--- config.mk ---
export PLATFORM = sky130hd
export DESIGN_NAME = length_prefixed_frame_parser_top_flat
export DESIGN_NICKNAME = d
export VERILOG_FILES = /design/src/hw/rtl/lpfp_pkg.sv /design/src/hw/rtl/lpfp_in_if.sv /design/src/hw/rtl/lpfp_out_if.sv /design/src/hw/rtl/lpfp_front.sv /design/src/hw/rtl/lpfp_queue.sv /design/src/hw/rtl/lpfp_back.sv /design/src/hw/rtl/length_prefixed_frame_parser_top.sv /design/src/flat_wrapper.sv
export SDC_FILE = /design/constraint.sdc
export NUM_CORES = 1
export LEC_CHECK = 0
export BUFFER_PORTS_ARGS = -buffer_cell sky130_fd_sc_hd__buf_2
export CAP_MARGIN = 40
export CORE_MARGIN = 1.5
export CORE_UTILIZATION = 55
export CTS_CLUSTER_DIAMETER = 80
export DETAILED_ROUTE_END_ITERATION = 8
export GPL_TIMING_DRIVEN = 0
export PLACE_DENSITY = 0.75
export SYNTH_ARGS = -nofsm -noshare
export SYNTH_HDL_FRONTEND = slang
export SYNTH_SLANG_ARGS = --single-unit
--- constraint.sdc ---
create_clock -name clk_i -period 5 [get_ports clk_i]
set_input_delay 1.5 -clock clk_i [delete_from_list [all_inputs] [get_ports clk_i]]
set_output_delay 1.5 -clock clk_i [all_outputs]
set_load 0.05 [all_outputs]
--- src/hw/rtl/lpfp_pkg.sv ---
// Shared types and constants of the length-prefixed frame parser.
package lpfp_pkg;

  localparam int unsigned HeadBytesDefault  = 5;
  localparam int unsigned QueueDepthDefault = 4;
  localparam int unsigned ByteW             = 8;
  localparam int unsigned LenW              = 32;
  localparam int unsigned KindW             = 2;
  localparam int unsigned CfgIdxW           = 1;
  localparam int unsigned CfgDataW          = 8;

  localparam logic [ByteW-1:0] PingTypeReset = 8'd1;
  localparam logic [ByteW-1:0] PongTypeReset = 8'd2;

  typedef enum logic [1:0] {
    PH_HEAD = 2'd0,
    PH_BODY = 2'd1,
    PH_SKIP = 2'd2
  } phase_e;

  typedef enum logic [KindW-1:0] {
    KIND_REQ   = 2'd0,
    KIND_PONG  = 2'd1,
    KIND_EMPTY = 2'd2
  } kind_e;

  typedef enum logic [CfgIdxW-1:0] {
    CFG_PING_TYPE = 1'b0,
    CFG_PONG_TYPE = 1'b1
  } cfg_idx_e;

  typedef struct packed {
    logic [ByteW-1:0] ping_type;
    logic [ByteW-1:0] pong_type;
  } cfg_t;

  // One queued command: a body byte, a whole pong reply or an empty marker.
  typedef struct packed {
    kind_e            kind;
    logic [ByteW-1:0] data;
    logic [LenW-1:0]  len;
    logic             last;
  } cmd_t;

endpackage

--- src/hw/rtl/lpfp_in_if.sv ---
// Receive byte channel: valid/ready handshake with one byte per word.
interface lpfp_in_if;
  logic       valid;
  logic       ready;
  logic [7:0] rx_byte;

  modport source (output valid, output rx_byte, input ready);
  modport sink (input valid, input rx_byte, output ready);
endinterface

--- src/hw/rtl/lpfp_out_if.sv ---
// Result channel: valid/ready handshake carrying one output word.
interface lpfp_out_if;
  logic        valid;
  logic        ready;
  logic [1:0]  out_kind;
  logic [7:0]  out_byte;
  logic [31:0] frame_length;
  logic        is_last;

  modport source (output valid, output out_kind, output out_byte, output frame_length,
                  output is_last, input ready);
  modport sink (input valid, input out_kind, input out_byte, input frame_length,
                input is_last, output ready);
endinterface

--- src/hw/rtl/lpfp_front.sv ---
// Front end: header collection, frame classification and body/skip tracking.
module lpfp_front #(
  parameter int unsigned HEAD_BYTES = lpfp_pkg::HeadBytesDefault
) (
  input  logic                        clk_i,
  input  logic                        rst_ni,
  input  lpfp_pkg::cfg_t              cfg_i,
  input  logic                        in_valid_i,
  input  logic [lpfp_pkg::ByteW-1:0]  in_byte_i,
  output logic                        in_ready_o,
  input  logic                        q_full_i,
  output logic                        push_o,
  output lpfp_pkg::cmd_t              cmd_o
);
  import lpfp_pkg::*;

  localparam int unsigned HcW = $clog2(HEAD_BYTES + 1);

  phase_e           phase_q, phase_d;
  logic [HcW-1:0]   hc_q, hc_d;
  logic [ByteW-1:0] type_q, type_d;
  logic [LenW-1:0]  len_q, len_d;
  logic [LenW-1:0]  rem_q, rem_d;

  logic             accept;
  logic [HcW-1:0]   hc_eff;
  logic [HcW-1:0]   hc_inc;
  logic [HcW-1:0]   hc_prev;
  logic [LenW-1:0]  acc_new;
  logic [LenW-1:0]  rem_dec;
  logic             body_last;

  assign in_ready_o = !q_full_i;
  assign accept     = in_valid_i && in_ready_o;

  always_comb begin
    phase_d   = phase_q;
    hc_d      = hc_q;
    type_d    = type_q;
    len_d     = len_q;
    rem_d     = rem_q;
    push_o    = 1'b0;
    cmd_o     = '0;
    hc_eff    = (phase_q == PH_HEAD) ? hc_q : '0;
    hc_inc    = hc_eff + HcW'(1);
    hc_prev   = hc_eff - HcW'(1);
    rem_dec   = rem_q - LenW'(1);
    body_last = (rem_q <= LenW'(1));
    acc_new   = '0;
    if (hc_eff != '0) begin
      acc_new = len_q | (LenW'(in_byte_i) << {hc_prev[1:0], 3'b000});
    end

    if (accept) begin
      unique case (phase_q)
        PH_BODY: begin
          push_o     = 1'b1;
          cmd_o.kind = KIND_REQ;
          cmd_o.data = in_byte_i;
          cmd_o.len  = len_q;
          cmd_o.last = body_last;
          rem_d      = rem_dec;
          if (body_last) begin
            rem_d   = '0;
            phase_d = PH_HEAD;
          end
        end
        PH_SKIP: begin
          rem_d = rem_dec;
          // drop ping body bytes; a zero count also ends the skip
          if (rem_dec == '0 || rem_dec == '1) begin
            rem_d   = '0;
            phase_d = PH_HEAD;
          end
        end
        default: begin
          phase_d = PH_HEAD;
          len_d   = acc_new;
          hc_d    = hc_inc;
          if (hc_eff == '0) begin
            type_d = in_byte_i;
          end
          if (hc_inc == HcW'(HEAD_BYTES)) begin
            hc_d = '0;
            if (type_q == cfg_i.ping_type) begin
              push_o     = 1'b1;
              cmd_o.kind = KIND_PONG;
              cmd_o.data = cfg_i.pong_type;
              if (acc_new != '0) begin
                rem_d   = acc_new;
                phase_d = PH_SKIP;
              end
            end else if (acc_new == '0) begin
              push_o     = 1'b1;
              cmd_o.kind = KIND_EMPTY;
              cmd_o.last = 1'b1;
            end else begin
              rem_d   = acc_new;
              phase_d = PH_BODY;
            end
          end
        end
      endcase
    end
  end

  always_ff @(posedge clk_i or negedge rst_ni) begin
    if (!rst_ni) begin
      phase_q <= PH_HEAD;
      hc_q    <= '0;
      type_q  <= '0;
      len_q   <= '0;
      rem_q   <= '0;
    end else begin
      phase_q <= phase_d;
      hc_q    <= hc_d;
      type_q  <= type_d;
      len_q   <= len_d;
      rem_q   <= rem_d;
    end
  end

endmodule

--- src/hw/rtl/lpfp_queue.sv ---
// Small command queue between front and back end.
module lpfp_queue #(
  parameter int unsigned DEPTH = lpfp_pkg::QueueDepthDefault
) (
  input  logic           clk_i,
  input  logic           rst_ni,
  input  logic           push_i,
  input  lpfp_pkg::cmd_t cmd_i,
  output logic           full_o,
  input  logic           pop_i,
  output logic           valid_o,
  output lpfp_pkg::cmd_t cmd_o
);
  import lpfp_pkg::*;

  localparam int unsigned AW = (DEPTH > 1) ? $clog2(DEPTH) : 1;
  localparam int unsigned CW = $clog2(DEPTH + 1);

  cmd_t          slots_q [DEPTH];
  logic [AW-1:0] wptr_q, wptr_d;
  logic [AW-1:0] rptr_q, rptr_d;
  logic [CW-1:0] cnt_q, cnt_d;
  logic          do_push;
  logic          do_pop;

  assign full_o  = (cnt_q == CW'(DEPTH));
  assign valid_o = (cnt_q != '0);
  assign cmd_o   = slots_q[rptr_q];
  assign do_push = push_i && !full_o;
  assign do_pop  = pop_i && valid_o;

  always_comb begin
    wptr_d = wptr_q;
    rptr_d = rptr_q;
    cnt_d  = cnt_q;
    if (do_push) begin
      wptr_d = (wptr_q == AW'(DEPTH - 1)) ? '0 : wptr_q + AW'(1);
    end
    if (do_pop) begin
      rptr_d = (rptr_q == AW'(DEPTH - 1)) ? '0 : rptr_q + AW'(1);
    end
    case ({do_push, do_pop})
      2'b10:   cnt_d = cnt_q + CW'(1);
      2'b01:   cnt_d = cnt_q - CW'(1);
      default: cnt_d = cnt_q;
    endcase
  end

  always_ff @(posedge clk_i) begin
    if (do_push) begin
      slots_q[wptr_q] <= cmd_i;
    end
  end

  always_ff @(posedge clk_i or negedge rst_ni) begin
    if (!rst_ni) begin
      wptr_q <= '0;
      rptr_q <= '0;
      cnt_q  <= '0;
    end else begin
      wptr_q <= wptr_d;
      rptr_q <= rptr_d;
      cnt_q  <= cnt_d;
    end
  end

endmodule

--- src/hw/rtl/lpfp_back.sv ---
// Back end: expands pong commands into reply bytes and drives the output register.
module lpfp_back #(
  parameter int unsigned HEAD_BYTES = lpfp_pkg::HeadBytesDefault
) (
  input  logic           clk_i,
  input  logic           rst_ni,
  input  logic           q_valid_i,
  input  lpfp_pkg::cmd_t q_cmd_i,
  output logic           pop_o,
  lpfp_out_if.source     out_o
);
  import lpfp_pkg::*;

  localparam int unsigned BeatW = $clog2(HEAD_BYTES);

  logic [BeatW-1:0] beat_q, beat_d;
  logic             valid_q, valid_d;
  cmd_t             word_q, word_d;
  logic             advance;
  logic             load;

  assign advance = !valid_q || out_o.ready;

  always_comb begin
    beat_d = beat_q;
    word_d = q_cmd_i;
    pop_o  = 1'b0;
    load   = advance && q_valid_i;
    if (load) begin
      unique case (q_cmd_i.kind)
        KIND_PONG: begin
          word_d.data = (beat_q == '0) ? q_cmd_i.data : '0;
          word_d.len  = '0;
          word_d.last = (beat_q == BeatW'(HEAD_BYTES - 1));
          if (word_d.last) begin
            pop_o  = 1'b1;
            beat_d = '0;
          end else begin
            beat_d = beat_q + BeatW'(1);
          end
        end
        default: begin
          pop_o = 1'b1;
        end
      endcase
    end
    valid_d = load ? 1'b1 : (advance ? 1'b0 : valid_q);
  end

  always_ff @(posedge clk_i or negedge rst_ni) begin
    if (!rst_ni) begin
      valid_q <= 1'b0;
      beat_q  <= '0;
    end else begin
      valid_q <= valid_d;
      beat_q  <= beat_d;
    end
  end

  always_ff @(posedge clk_i) begin
    if (load) begin
      word_q <= word_d;
    end
  end

  assign out_o.valid        = valid_q;
  assign out_o.out_kind     = word_q.kind;
  assign out_o.out_byte     = word_q.data;
  assign out_o.frame_length = word_q.len;
  assign out_o.is_last      = word_q.last;

endmodule

--- src/hw/rtl/length_prefixed_frame_parser_top.sv ---
// Top level of the length-prefixed frame parser with heartbeat reply.
//
// Usage: in_i carries one received stream byte per word (rx_byte). Each frame
// starts with a header of HEAD_BYTES bytes: a type byte, then the body length,
// least significant byte first. out_o carries result words: request body bytes
// (kind 0) tagged with the frame length and a last flag, pong reply bytes
// (kind 1, HEAD_BYTES words per ping header) and an empty-request marker
// (kind 2) for a request header of zero length. Ping bodies are dropped.
// The config port writes the ping type code (index 0) and pong type code
// (index 1); write it only while no frame is in flight.
//
// Throughput: one input byte per cycle. A ping header turns into HEAD_BYTES
// output words, one per cycle while out_o.ready is high; the command queue
// (QUEUE_DEPTH entries) soaks up that burst, and in_i.ready drops only when the
// queue is full. Each result word passes through a queue slot and then the
// back end output register before it is offered.
// Stall: when out_o.ready is low the output word holds and the queue fills;
// once it is full in_i.ready goes low. Reset clears all frame state, empties
// the queue and loads the default type codes (ping 1, pong 2).
module length_prefixed_frame_parser_top #(
  parameter int unsigned HEAD_BYTES  = lpfp_pkg::HeadBytesDefault,
  parameter int unsigned QUEUE_DEPTH = lpfp_pkg::QueueDepthDefault
) (
  input  logic                          clk_i,
  input  logic                          rst_ni,
  lpfp_in_if.sink                       in_i,
  lpfp_out_if.source                    out_o,
  input  logic                          cfg_we_i,
  input  logic [lpfp_pkg::CfgIdxW-1:0]  cfg_idx_i,
  input  logic [lpfp_pkg::CfgDataW-1:0] cfg_data_i
);
  import lpfp_pkg::*;

  cfg_t cfg_q;
  logic q_full;
  logic q_push;
  cmd_t q_in;
  logic q_pop;
  logic q_valid;
  cmd_t q_out;

  // Config registers: decode the index, hold everything else.
  always_ff @(posedge clk_i or negedge rst_ni) begin
    if (!rst_ni) begin
      cfg_q.ping_type <= PingTypeReset;
      cfg_q.pong_type <= PongTypeReset;
    end else if (cfg_we_i) begin
      unique case (cfg_idx_e'(cfg_idx_i))
        CFG_PING_TYPE: cfg_q.ping_type <= cfg_data_i;
        CFG_PONG_TYPE: cfg_q.pong_type <= cfg_data_i;
      endcase
    end
  end

  // Front end: collect headers, classify frames, track body/skip counts.
  lpfp_front #(
    .HEAD_BYTES (HEAD_BYTES)
  ) u_front (
    .clk_i      (clk_i),
    .rst_ni     (rst_ni),
    .cfg_i      (cfg_q),
    .in_valid_i (in_i.valid),
    .in_byte_i  (in_i.rx_byte),
    .in_ready_o (in_i.ready),
    .q_full_i   (q_full),
    .push_o     (q_push),
    .cmd_o      (q_in)
  );

  // Decouple front and back so each side stalls on its own.
  lpfp_queue #(
    .DEPTH (QUEUE_DEPTH)
  ) u_queue (
    .clk_i   (clk_i),
    .rst_ni  (rst_ni),
    .push_i  (q_push),
    .cmd_i   (q_in),
    .full_o  (q_full),
    .pop_i   (q_pop),
    .valid_o (q_valid),
    .cmd_o   (q_out)
  );

  // Back end: expand pong replies, register each output word.
  lpfp_back #(
    .HEAD_BYTES (HEAD_BYTES)
  ) u_back (
    .clk_i     (clk_i),
    .rst_ni    (rst_ni),
    .q_valid_i (q_valid),
    .q_cmd_i   (q_out),
    .pop_o     (q_pop),
    .out_o     (out_o)
  );

endmodule

--- src/flat_wrapper.sv ---
// flat-port wrapper written by rule: the top's interface ports become plain ports
module length_prefixed_frame_parser_top_flat import lpfp_pkg::*;
#(
  parameter int unsigned HEAD_BYTES  = lpfp_pkg::HeadBytesDefault,
  parameter int unsigned QUEUE_DEPTH = lpfp_pkg::QueueDepthDefault
)
  (clk_i, rst_ni, cfg_we_i, cfg_idx_i, cfg_data_i, in_i_valid, in_i_rx_byte, in_i_ready, out_o_valid, out_o_out_kind, out_o_out_byte, out_o_frame_length, out_o_is_last, out_o_ready);
  lpfp_in_if in_i_i ();
  lpfp_out_if out_o_i ();
  input  logic clk_i;
  input  logic rst_ni;
  input  logic cfg_we_i;
  input  logic [lpfp_pkg::CfgIdxW-1:0] cfg_idx_i;
  input  logic [lpfp_pkg::CfgDataW-1:0] cfg_data_i;
  input wire logic [$bits(in_i_i.valid)-1:0] in_i_valid;
  input wire logic [$bits(in_i_i.rx_byte)-1:0] in_i_rx_byte;
  output wire logic [$bits(in_i_i.ready)-1:0] in_i_ready;
  output wire logic [$bits(out_o_i.valid)-1:0] out_o_valid;
  output wire logic [$bits(out_o_i.out_kind)-1:0] out_o_out_kind;
  output wire logic [$bits(out_o_i.out_byte)-1:0] out_o_out_byte;
  output wire logic [$bits(out_o_i.frame_length)-1:0] out_o_frame_length;
  output wire logic [$bits(out_o_i.is_last)-1:0] out_o_is_last;
  input wire logic [$bits(out_o_i.ready)-1:0] out_o_ready;
  assign in_i_i.valid = in_i_valid;
  assign in_i_i.rx_byte = in_i_rx_byte;
  assign in_i_ready = in_i_i.ready;
  assign out_o_valid = out_o_i.valid;
  assign out_o_out_kind = out_o_i.out_kind;
  assign out_o_out_byte = out_o_i.out_byte;
  assign out_o_frame_length = out_o_i.frame_length;
  assign out_o_is_last = out_o_i.is_last;
  assign out_o_i.ready = out_o_ready;
  length_prefixed_frame_parser_top #(.HEAD_BYTES(HEAD_BYTES), .QUEUE_DEPTH(QUEUE_DEPTH)) u_core (.clk_i(clk_i), .rst_ni(rst_ni), .in_i(in_i_i), .out_o(out_o_i), .cfg_we_i(cfg_we_i), .cfg_idx_i(cfg_idx_i), .cfg_data_i(cfg_data_i));
endmodule
---- Word-level counts from Yosys, hierarchy flattened ----
Memory sizes are Yosys's and may differ from the RTL's.
Cells that the tools add are included.
word-level totals
  RAM bits ................................ 172
  logic and storage cells ................. 118
  bits in registers ....................... 147
  memories kept ........................... 1
  input bits .............................. 22
memories
  name                    words  bits a word  rd ports  clocked after Yosys merged registers in  wr ports  line              source
  u_core.u_queue.slots_q  4      43           1         0                                        1         lpfp_queue.sv:19  cmd_t slots_q [DEPTH];
operators by class
  bitwise gates (word level) .............. 3
  add/subtract/negate cells ............... 8
  shifts and indexed selects .............. 1
  magnitude comparators ................... 1
  eq/ne operators ......................... 16
  muxes and demuxes ....................... 45
  reduce and logical (&&, ||, !) cells .... 27
operators by type and width
  kind                                                                    number
  32-bit two-way mux                                                      8
  32-bit zero test                                                        2
  32-bit one-hot mux with 2 select lines                                  1
  43-bit two-way mux                                                      1
  41-bit two-way mux                                                      1
  32-bit equality test, second input constant                             1
  32-bit by 1-bit <= comparator with 1-bit output, second input constant  1
  32-bit OR                                                               1
  32-bit nonzero test                                                     1
  8-bit by 5-bit << shifter with 32-bit output                            1
  32-bit by 1-bit subtractor with 32-bit output, second input constant    1
  10-bit one-hot mux with 2 select lines                                  1
  2-bit two-way mux                                                       9
  8-bit two-way mux                                                       2
  1-bit two-way mux                                                       14
  10-bit two-way mux                                                      1
  3-bit by 1-bit adder with 3-bit output, second input constant           3
  3-bit equality test, second input constant                              3
  3-bit two-way mux                                                       3
  3-bit nonzero test                                                      3
  2-bit equality test, second input constant                              4
  8-bit equality test                                                     1
  2-bit AND reduction                                                     4
  2-bit by 1-bit equality test with 1-bit output, second input constant   3
  19 further kinds                                                        31

---- Logic depth before layout (Yosys ltp) ----
Gate-level depths: netlist of the first run.
  depth in word-level cells ............... 15
  gate-level depth with buffers ........... 17
  depth with buffers taken out ............ 16

---- Cells and area by module ----
From an unflattened synthesis of the first run, not the netlist that was laid out.
second synthesis, totals
  cell total of the unflattened synthesis .. 1150
  area, all modules ....................... 14920.6 µm²
modules (own cells, without submodules)
  module                            instances  cells an instance  area an instance (µm²)
  lpfp_queue                        1          266                6651.4
  lpfp_front                        1          737                5804.3
  lpfp_back                         1          112                1820.5
  length_prefixed_frame_parser_top  1          35                 644.4

---- Worst setup path after synthesis of the first run ----
No wires, ideal clock.
  path type ............................... input -> register
  start ................................... input in_i_rx_byte[1]
  end ..................................... memory u_core.u_queue.slots_q[0][0] (netlist name), enable pin
  path buffers ............................ 1
  path slack .............................. -0.069 ns
  data arrival time ....................... 4.620 ns
  stages .................................. 7
  cell sequence ........................... clkbuf_1 -> or3_1 -> a32oi_1 -> a41oi_1 -> nand2_1 -> a21oi_1 -> nor2b_1
between the ends
  longest elaborated chain between the ends .. 12
ends and longest elaborated chain
  item                                          line                source
  start: declaration                            flat_wrapper.sv:16  input wire logic [$bits(in_i_i.rx_byte)-1:0] in_i_rx_byte;
  8-bit by 5-bit << shifter with 32-bit output  lpfp_front.sv:51    acc_new = len_q | (LenW'(in_byte_i) << {hc_prev[1:0], 3'b000});
  32-bit OR                                     lpfp_front.sv:51
  32-bit two-way mux                            lpfp_front.sv:50    if (hc_eff != '0) begin
  32-bit zero test                              lpfp_front.sv:93    end else if (acc_new == '0) begin
  1-bit two-way mux                             lpfp_front.sv:93
  1-bit two-way mux                             lpfp_front.sv:85    if (type_q == cfg_i.ping_type) begin
  1-bit two-way mux                             lpfp_front.sv:83    if (hc_inc == HcW'(HEAD_BYTES)) begin
  1-bit one-hot mux with 2 select lines         lpfp_front.sv:55    unique case (phase_q)
  1-bit two-way mux                             lpfp_front.sv:54    if (accept) begin
  1-bit logical AND                             lpfp_queue.sv:29    assign do_push = push_i && !full_o;
  1-bit two-way mux                             lpfp_queue.sv:50    if (do_push) begin
  1-bit two-way mux (implied by the code)       lpfp_queue.sv:51    slots_q[wptr_q] <= cmd_i;
  end: declaration                              lpfp_queue.sv:19
Every way passes these cells.

---- Worst setup path after layout of the first run ----
  start ................................... register u_core.u_front.phase_q[0]
  end ..................................... register u_core.u_front.rem_q[20]
between the ends
  longest elaborated chain between the ends .. 10
  elaborated cells between the ends (all ways) .. 22
ends and longest elaborated chain
  item                                                                                                  line               source
  start: declaration                                                                                    lpfp_front.sv:19   phase_e phase_q, phase_d;
  start signal: assignment                                                                              lpfp_front.sv:115  phase_q <= phase_d;
  parallel branches: the longest is 10 deep, another holds 2-bit by 1-bit subtractor with 2-bit output  -
  end signal: assignment                                                                                lpfp_front.sv:119  rem_q <= rem_d;
  end: declaration                                                                                      lpfp_front.sv:23   logic [LenW-1:0] rem_q, rem_d;
Parallel ways; which one is timed is not known. The select of a mux whose other input is x is not followed.
A chain may end at the register's enable or synchronous reset.

==> flow_summary.json, run 1 <==
{
  "grt_pass1_wl_um": 58600,
  "n_antenna_cell": 0,
  "synth_warnings": 0,
  "wirelength_um": 37200,
  "cp_num_buf_inv": 5,
  "die_area_um2": 27800,
  "start_util": 0.562,
  "cts_buffers": 34,
  "reg2reg_slack_ns": 0.29,
  "avgViaCountPerCell": 6.25,
  "synth_area_per_cell_um2": 13.1,
  "fmax_mhz": 212,
  "cts.reportedPaths.clkPinSlew_ns": 0.06,
  "fin_crit_sh": 0.942,
  "cts-root-buf": "clkbuf_16",
  "htree_levels": 2,
  "ant_nets": 0,
  "rsz0062_at_grt": "no",
  "drtIter0Drc": 861,
  "grt_max_degree": 58,
  "p_total_uw": 5710,
  "crit_arrival_ns": 5.10,
  "min_path_type": "reg2reg",
  "cts.path.max_buffers": 3,
  "io_pins": 67,
  "synth_edf_count": 215,
  "cp_top_family": "buffers and inverters",
  "drive_gt1_frac": 0.196,
  "fin_skew_ns": 0.0211,
  "use_met2": 0.455,
  "crit_path_end_kind": "flop",
  "ys_seq_elements": 319,
  "dpl.hpwl_um": 25900,
  "grt_use_total": 0.275,
  "area_delta_synth_final_pct": 14.8,
  "rows": 59,
  "globalRouteMet1Util": 0.388,
  "cap_violations": 0,
  "layout.nets": 1281,
  "synthArstFlopShare": 0.326,
  "first_global_vias": 9958,
  "drv_slew": 0,
  "cp-start-kind": "flop",
  "worstPathRequired_ns": 5.39,
  "first_pass_iters": 7,
  "synthesis.area_um2": 14700,
  "criticalPathCategory": "reg2reg",
  "hold_viol": 0,
  "synthDistinctLibCells": 81,
  "clkLatencyLatePin_ns": 0.52,
  "violations": "DRC",
  "setup_tns_ns": 0,
  "postCtsSetupRepairBufs": 0,
  "vdd_drop_max_uv": 227,
  "final_util": 0.645,
  "cts_tree": "yes",
  "status": "finished with violations",
  "grt.busiest_layer": "met2",
  "port_buffers": 65,
  "fill_cells": 1945,
  "power_density_nw_per_um2": 337,
  "synth_cells": 1126,
  "fin_crit_ns": 4.71,
  "synth_fp_nets": 1165,
  "gp_congestion": 0.984,
  "max-slew-margin-rel": 0.398,
  "slowest_stage": "clkbuf_1",
  "clkSinkCount": 319,
  "total_leakage_power_uw": 0.00544,
  "grt.overflow.total": 0,
  "ctsHoldBuffers": 0,
  "grtUsageMet3": 0.0345,
  "die_height_um": 167,
  "die_x_um": 167,
  "finalSetupViolCount": 0,
  "cp_cell_sequence": "inv_1, ha_1, nand2_1, ha_1, clkbuf_1, o21ai_0, a32oi_1, a41oi_2, o21ai_1, buf_4, clkbuf_1, clkbuf_2, nor3_1, a21oi_1, o21ai_0",
  "tightest_slew_ns": 0.902,
  "wire_per_inst_um": 23.2,
  "num_vias": 10000,
  "antenna_found_initial": 0,
  "crit_fanout": 10,
  "route.detailed.drc": 7,
  "coreArea_um2": 26200,
  "ys_seq_area_frac": 0.615,
  "synth-main-ff-cell": "edfxtp_1",
  "max_stage_delay_ns": 0.51
}
-- state kept, by name, indices dropped and copies added (netlist names), 2 cells and up --
name and flops:
u_core.u_queue.cnt_q 3, u_core.u_queue.rptr_q 2, u_core.u_queue.slots_q 172, u_core.u_back.beat_q 3
u_core.u_back.out_o.out_kind 2, u_core.u_back.out_o.out_byte 8, u_core.u_front.phase_q 2, u_core.u_front.len_q 32
u_core.u_queue.wptr_q 2, u_core.u_front.hc_q 3, u_core.u_front.type_q 8, u_core.cfg_q 16
u_core.u_back.out_o.frame_length 32, u_core.u_front.rem_q 32
-- routing by layer --
layer | part of all wire | wire length (um)
met4 | 0.025 | 912
met1 | 0.43 | 15900
met5 | 0 | 0
met2 | 0.48 | 18000
met3 | 0.064 | 2380
-- worst register-to-register path: stages (launching register included) --
cell      delay [ns]
dfrtp_1         0.40
inv_1           0.09
ha_1            0.40
nand2_1         0.29
ha_1            0.42
clkbuf_1        0.38
o21ai_0         0.20
a32oi_1         0.25
a41oi_2         0.29
o21ai_1         0.30
buf_4           0.24
clkbuf_1        0.51
clkbuf_2        0.42
nor3_1          0.15
a21oi_1         0.14
o21ai_0         0.10
-- area by class of cell --
class	instances	area (um^2)	share of cell area
clock buffers	51	966	0.0571
repair buffers	81	582	0.0344
inverters	28	105	0.00621
multi-input cells	709	5340	0.316
well taps	335	419	0.0248
flip-flops and latches	319	9060	0.536
plain buffers	69	280	0.0166
clock inverters	11	159	0.00940
-- synthesized netlist by cell type, drive strengths merged (13+ instances only) --
library cell  count  area [um^2]
nor3             32          170
buf              13         66.3
nor4             25          214
a21oi            81          417
nand2            62          238
dfrtp           102         2550
mux4             43          968
nor2             82          310
and2             39          244
nor2b            48          300
nand3            13         75.1
inv              28          105
ha               16          200
o21ai            34          170
edfxtp          215         6460
xor2             15          131
clkbuf           57          214
or3              13         81.3
mux2             28          315
xnor2            13          114
-- power breakdown --
part	total, uW	internal, uW	leakage, uW	switching [uW]
clock	2530	1510	0.000547	1020
combinational	296	109	0.00213	187
sequential	2880	2840	0.00276	42.7
total	5710	4450	0.00544	1250
-- cell families (layout without fill, tap and decap cells) --
kind of cell               Yosys count  in the layout  synth area share
DFF                                319            319             0.615
buffers and inverters               98            240            0.0262
xor gates and xnor gates            28             28            0.0166
muxes                               73             73            0.0885
AOI/OAI and AO/OA                  225            225             0.101
adders and majority gates           17             17            0.0149
and+or+nand+nor                    366            366             0.138
-- worst paths after layout --
check,from,to,depth (start not counted)
max,u_core.u_front.phase_q[0],u_core.u_front.rem_q[20],15
min,u_core.cfg_q[6],u_core.cfg_q[6],1
max reg2reg,u_core.u_front.phase_q[0],u_core.u_front.rem_q[20],15
min reg2reg,u_core.cfg_q[6],u_core.cfg_q[6],1
max in group asynchronous,rst_ni,u_core.cfg_q[8],2
min in group asynchronous,rst_ni,u_core.u_front.rem_q[12],1
-- per-stage QoR --
step | cell area, um^2 | worst slack (ns) | hold slack (ns) | std cells
final | 16900 | 0.292 | 0.528 | 1603
after global routing | 16900 | 0.0548 | 0.538 | 1603
after CTS | 16900 | 0.0955 | 0.526 | 1604
after detailed placement | 15800 | -0.177 | 0.499 | 1542
after global placement | 15500 | -2.22 | 0.489 | 1526
after floorplan | 14700 | -0.0687 | 0.463 | 1126
-- what timing repair did --
action | CTS | global route
pin swaps | 0 | 0
gates resized for setup | 3 | 6
setup endpoints to repair | 14 | 61
hold endpoints to repair | 0 | 0
-- placed cells by master, fill, tap and decap left out, drive strengths merged, types with 4 or more instances in the layout --
| cell | count |
|---|---|
| o21ai | 34 |
| o21a | 6 |
| nand2 | 62 |
| a21o | 9 |
| or3 | 13 |
| a221o | 6 |
| and4 | 6 |
| or4 | 11 |
| buf | 94 |
| clkinv | 6 |
| a311o | 6 |
| nand3 | 13 |
| dfrtp | 102 |
| or2 | 8 |
| inv | 30 |
| mux2 | 28 |
| nand3b | 4 |
| nand2b | 5 |
| o21bai | 4 |
| nor2 | 82 |
| a31oi | 5 |
| xor2 | 15 |
| xnor2 | 13 |
| mux4 | 43 |
| a21oi | 81 |
| nor4 | 25 |
| ha | 16 |
| nor3 | 32 |
| a22o | 10 |
| clkbuf | 107 |
| nor2b | 48 |
| o31ai | 8 |
| edfxtp | 215 |
| and2 | 39 |
| a211oi | 6 |
| nand4 | 10 |
| o22ai | 11 |
No activity file was read; power rests on OpenSTA's default activity.
==> run 2, diff against run 1 <==
--- a/config.mk
+++ b/config.mk
@@ -7,7 +7,6 @@
 export LEC_CHECK = 0
 export BUFFER_PORTS_ARGS = -buffer_cell sky130_fd_sc_hd__buf_2
 export CAP_MARGIN = 40
-export CORE_MARGIN = 1.5
 export CORE_UTILIZATION = 55
 export CTS_CLUSTER_DIAMETER = 80
 export DETAILED_ROUTE_END_ITERATION = 8
==> run 2 against run 1 <==
Net effect:
- the run still ends with DRC left
- power decreased by 0.41%
- worst setup slack got worse by 0.013 ns
- global-route usage is 0.33 points lower
- utilization barely moved
- routed wire length fell by 2.2%
- register-to-register slack hardly changed
==> flow_summary.json, run 2 (same netlist as run 1, synthesis figures left out) <==
{
  "area_delta_synth_final_pct": 14.5,
  "wire_per_inst_um": 22.7,
  "cap_violations": 0,
  "die_height_um": 166,
  "clkLatencyLatePin_ns": 0.53,
  "crit_arrival_ns": 5.11,
  "drtIter0Drc": 945,
  "htree_levels": 2,
  "crit_fanout": 10,
  "avgViaCountPerCell": 6.21,
  "min_path_type": "reg2reg",
  "grt_pass1_wl_um": 56800,
  "worstPathRequired_ns": 5.39,
  "port_buffers": 65,
  "start_util": 0.564,
  "tightest_slew_ns": 0.926,
  "total_leakage_power_uw": 0.00541,
  "criticalPathCategory": "reg2reg",
  "final_common_cell": "edfxtp_1",
  "fin_skew_ns": 0.0215,
  "ant_nets": 0,
  "grt.overflow.total": 0,
  "regMostFlops": "u_core.u_queue.slots_q",
  "cts-root-buf": "clkbuf_16",
  "die_x_um": 166,
  "rows": 59,
  "hold_viol": 0,
  "coreArea_um2": 26100,
  "fin_crit_ns": 4.72,
  "clkSinkCount": 319,
  "io_pins": 67,
  "grt_max_degree": 59,
  "first_pass_iters": 7,
  "fin_crit_sh": 0.944,
  "layout.nets": 1277,
  "die_area_um2": 27400,
  "wirelength_um": 36400,
  "fin_hold_ws_ns": 0.514,
  "antenna_found_initial": 0,
  "fmax_mhz": 212,
  "violations": "DRC",
  "setup_tns_ns": 0,
  "status": "finished with violations",
  "power_density_nw_per_um2": 337,
  "max-slew-margin-rel": 0.377,
  "num_vias": 9925,
  "grt_use_total": 0.272,
  "cts_buffers": 34,
  "vdd_drop_max_uv": 215,
  "dpl.hpwl_um": 25100,
  "cp-start-kind": "flop",
  "cts.path.max_buffers": 3,
  "gp_congestion": 1.00,
  "route.detailed.drc": 18,
  "cts.reportedPaths.clkPinSlew_ns": 0.06,
  "rsz0062_at_grt": "no",
  "crit_path_end_kind": "flop",
  "n_antenna_cell": 0,
  "largest_reg_flops": 172,
  "drive_gt1_frac": 0.197,
  "first_global_vias": 9805,
  "finalSetupViolCount": 0,
  "postCtsSetupRepairBufs": 0,
  "cts_tree": "yes",
  "drv_slew": 0,
  "mostFrequentLayoutCells": "215 x edfxtp_1, 102 x dfrtp_1, 81 x nor2_1"
}
run 2: cell count changes in the layout (fill, tap and decap cells not counted), sizes merged:
cell	previous run	this run
buf	94	89
bufinv	3	1
clkbuf	107	105
clkinv	6	11
run 2: worst max-delay path: stages (launching register included):
cell	delay, ns
dfrtp_1	0.38
inv_1	0.10
ha_1	0.15
clkbuf_1	0.35
nand2_1	0.29
ha_1	0.43
a21boi_2	0.45
o21bai_1	0.13
a32oi_1	0.23
a41oi_2	0.28
o21ai_4	0.41
or2_2	0.18
clkbuf_1	0.22
clkbuf_1	0.49
o22ai_1	0.20
a311o_1	0.29
run 2: cell type report:
type	instances	area, um^2
fill	1921	9270
sequential	319	9060
multi-input combinational	709	5360
clock buffer	48	996
timing repair buffer	76	514
tap	335	419
buffer	70	282
clock inverter	14	128
inverter	28	105
run 2: per-layer routing:
layer	wire (um)	GRT usage	part of all wire	up-vias
li1	-	-	-	4500
met1	15600	0.382	0.43	4936
met2	17000	0.432	0.47	410
met3	2590	0.0461	0.071	79
met4	1140	0.0983	0.031	0
met5	0	0	0	-
run 2: power by group:
part | internal (uW) | switching [uW]
Sequential | 2840 | 40.7
Clock | 1460 | 1040
Combinational | 109 | 192
Total | 4410 | 1280
run 2: through the flow:
step	cells	instance area (um^2)	total power (uW)	util	setup WS, ns
after floorplan	1126	14700	3120	-	-0.0687
after global placement	1526	15500	3220	0.592	-2.21
after detailed placement	1536	15700	3220	0.601	-0.247
after CTS	1598	16800	5710	0.644	-0.0496
after global routing	1599	16900	5830	0.645	0.0654
final	1599	16900	5680	0.645	0.279
run 2: repair_timing:
item | in CTS | in global routing
setup endpoints to repair | 23 | 107
hold buffers | 0 | 0
resized for setup | 1 | 8
run 2: path summary, 6_finish.rpt:
path | start | endpoint | slack (ns) | depth (start not counted)
setup reg to reg | u_core.u_front.phase_q[1] | u_core.u_front.rem_q[21] | 0.28 | 15
hold reg to reg | u_core.cfg_q[3] | u_core.cfg_q[3] | 0.51 | 1
min in group asynchronous | rst_ni | u_core.u_front.rem_q[10] | 1.00 | 1
setup / recovery | u_core.u_front.phase_q[1] | u_core.u_front.rem_q[21] | 0.28 | 15
hold / removal | u_core.cfg_q[3] | u_core.cfg_q[3] | 0.51 | 1
max in group asynchronous | rst_ni | u_core.cfg_q[1] | 3.21 | 2
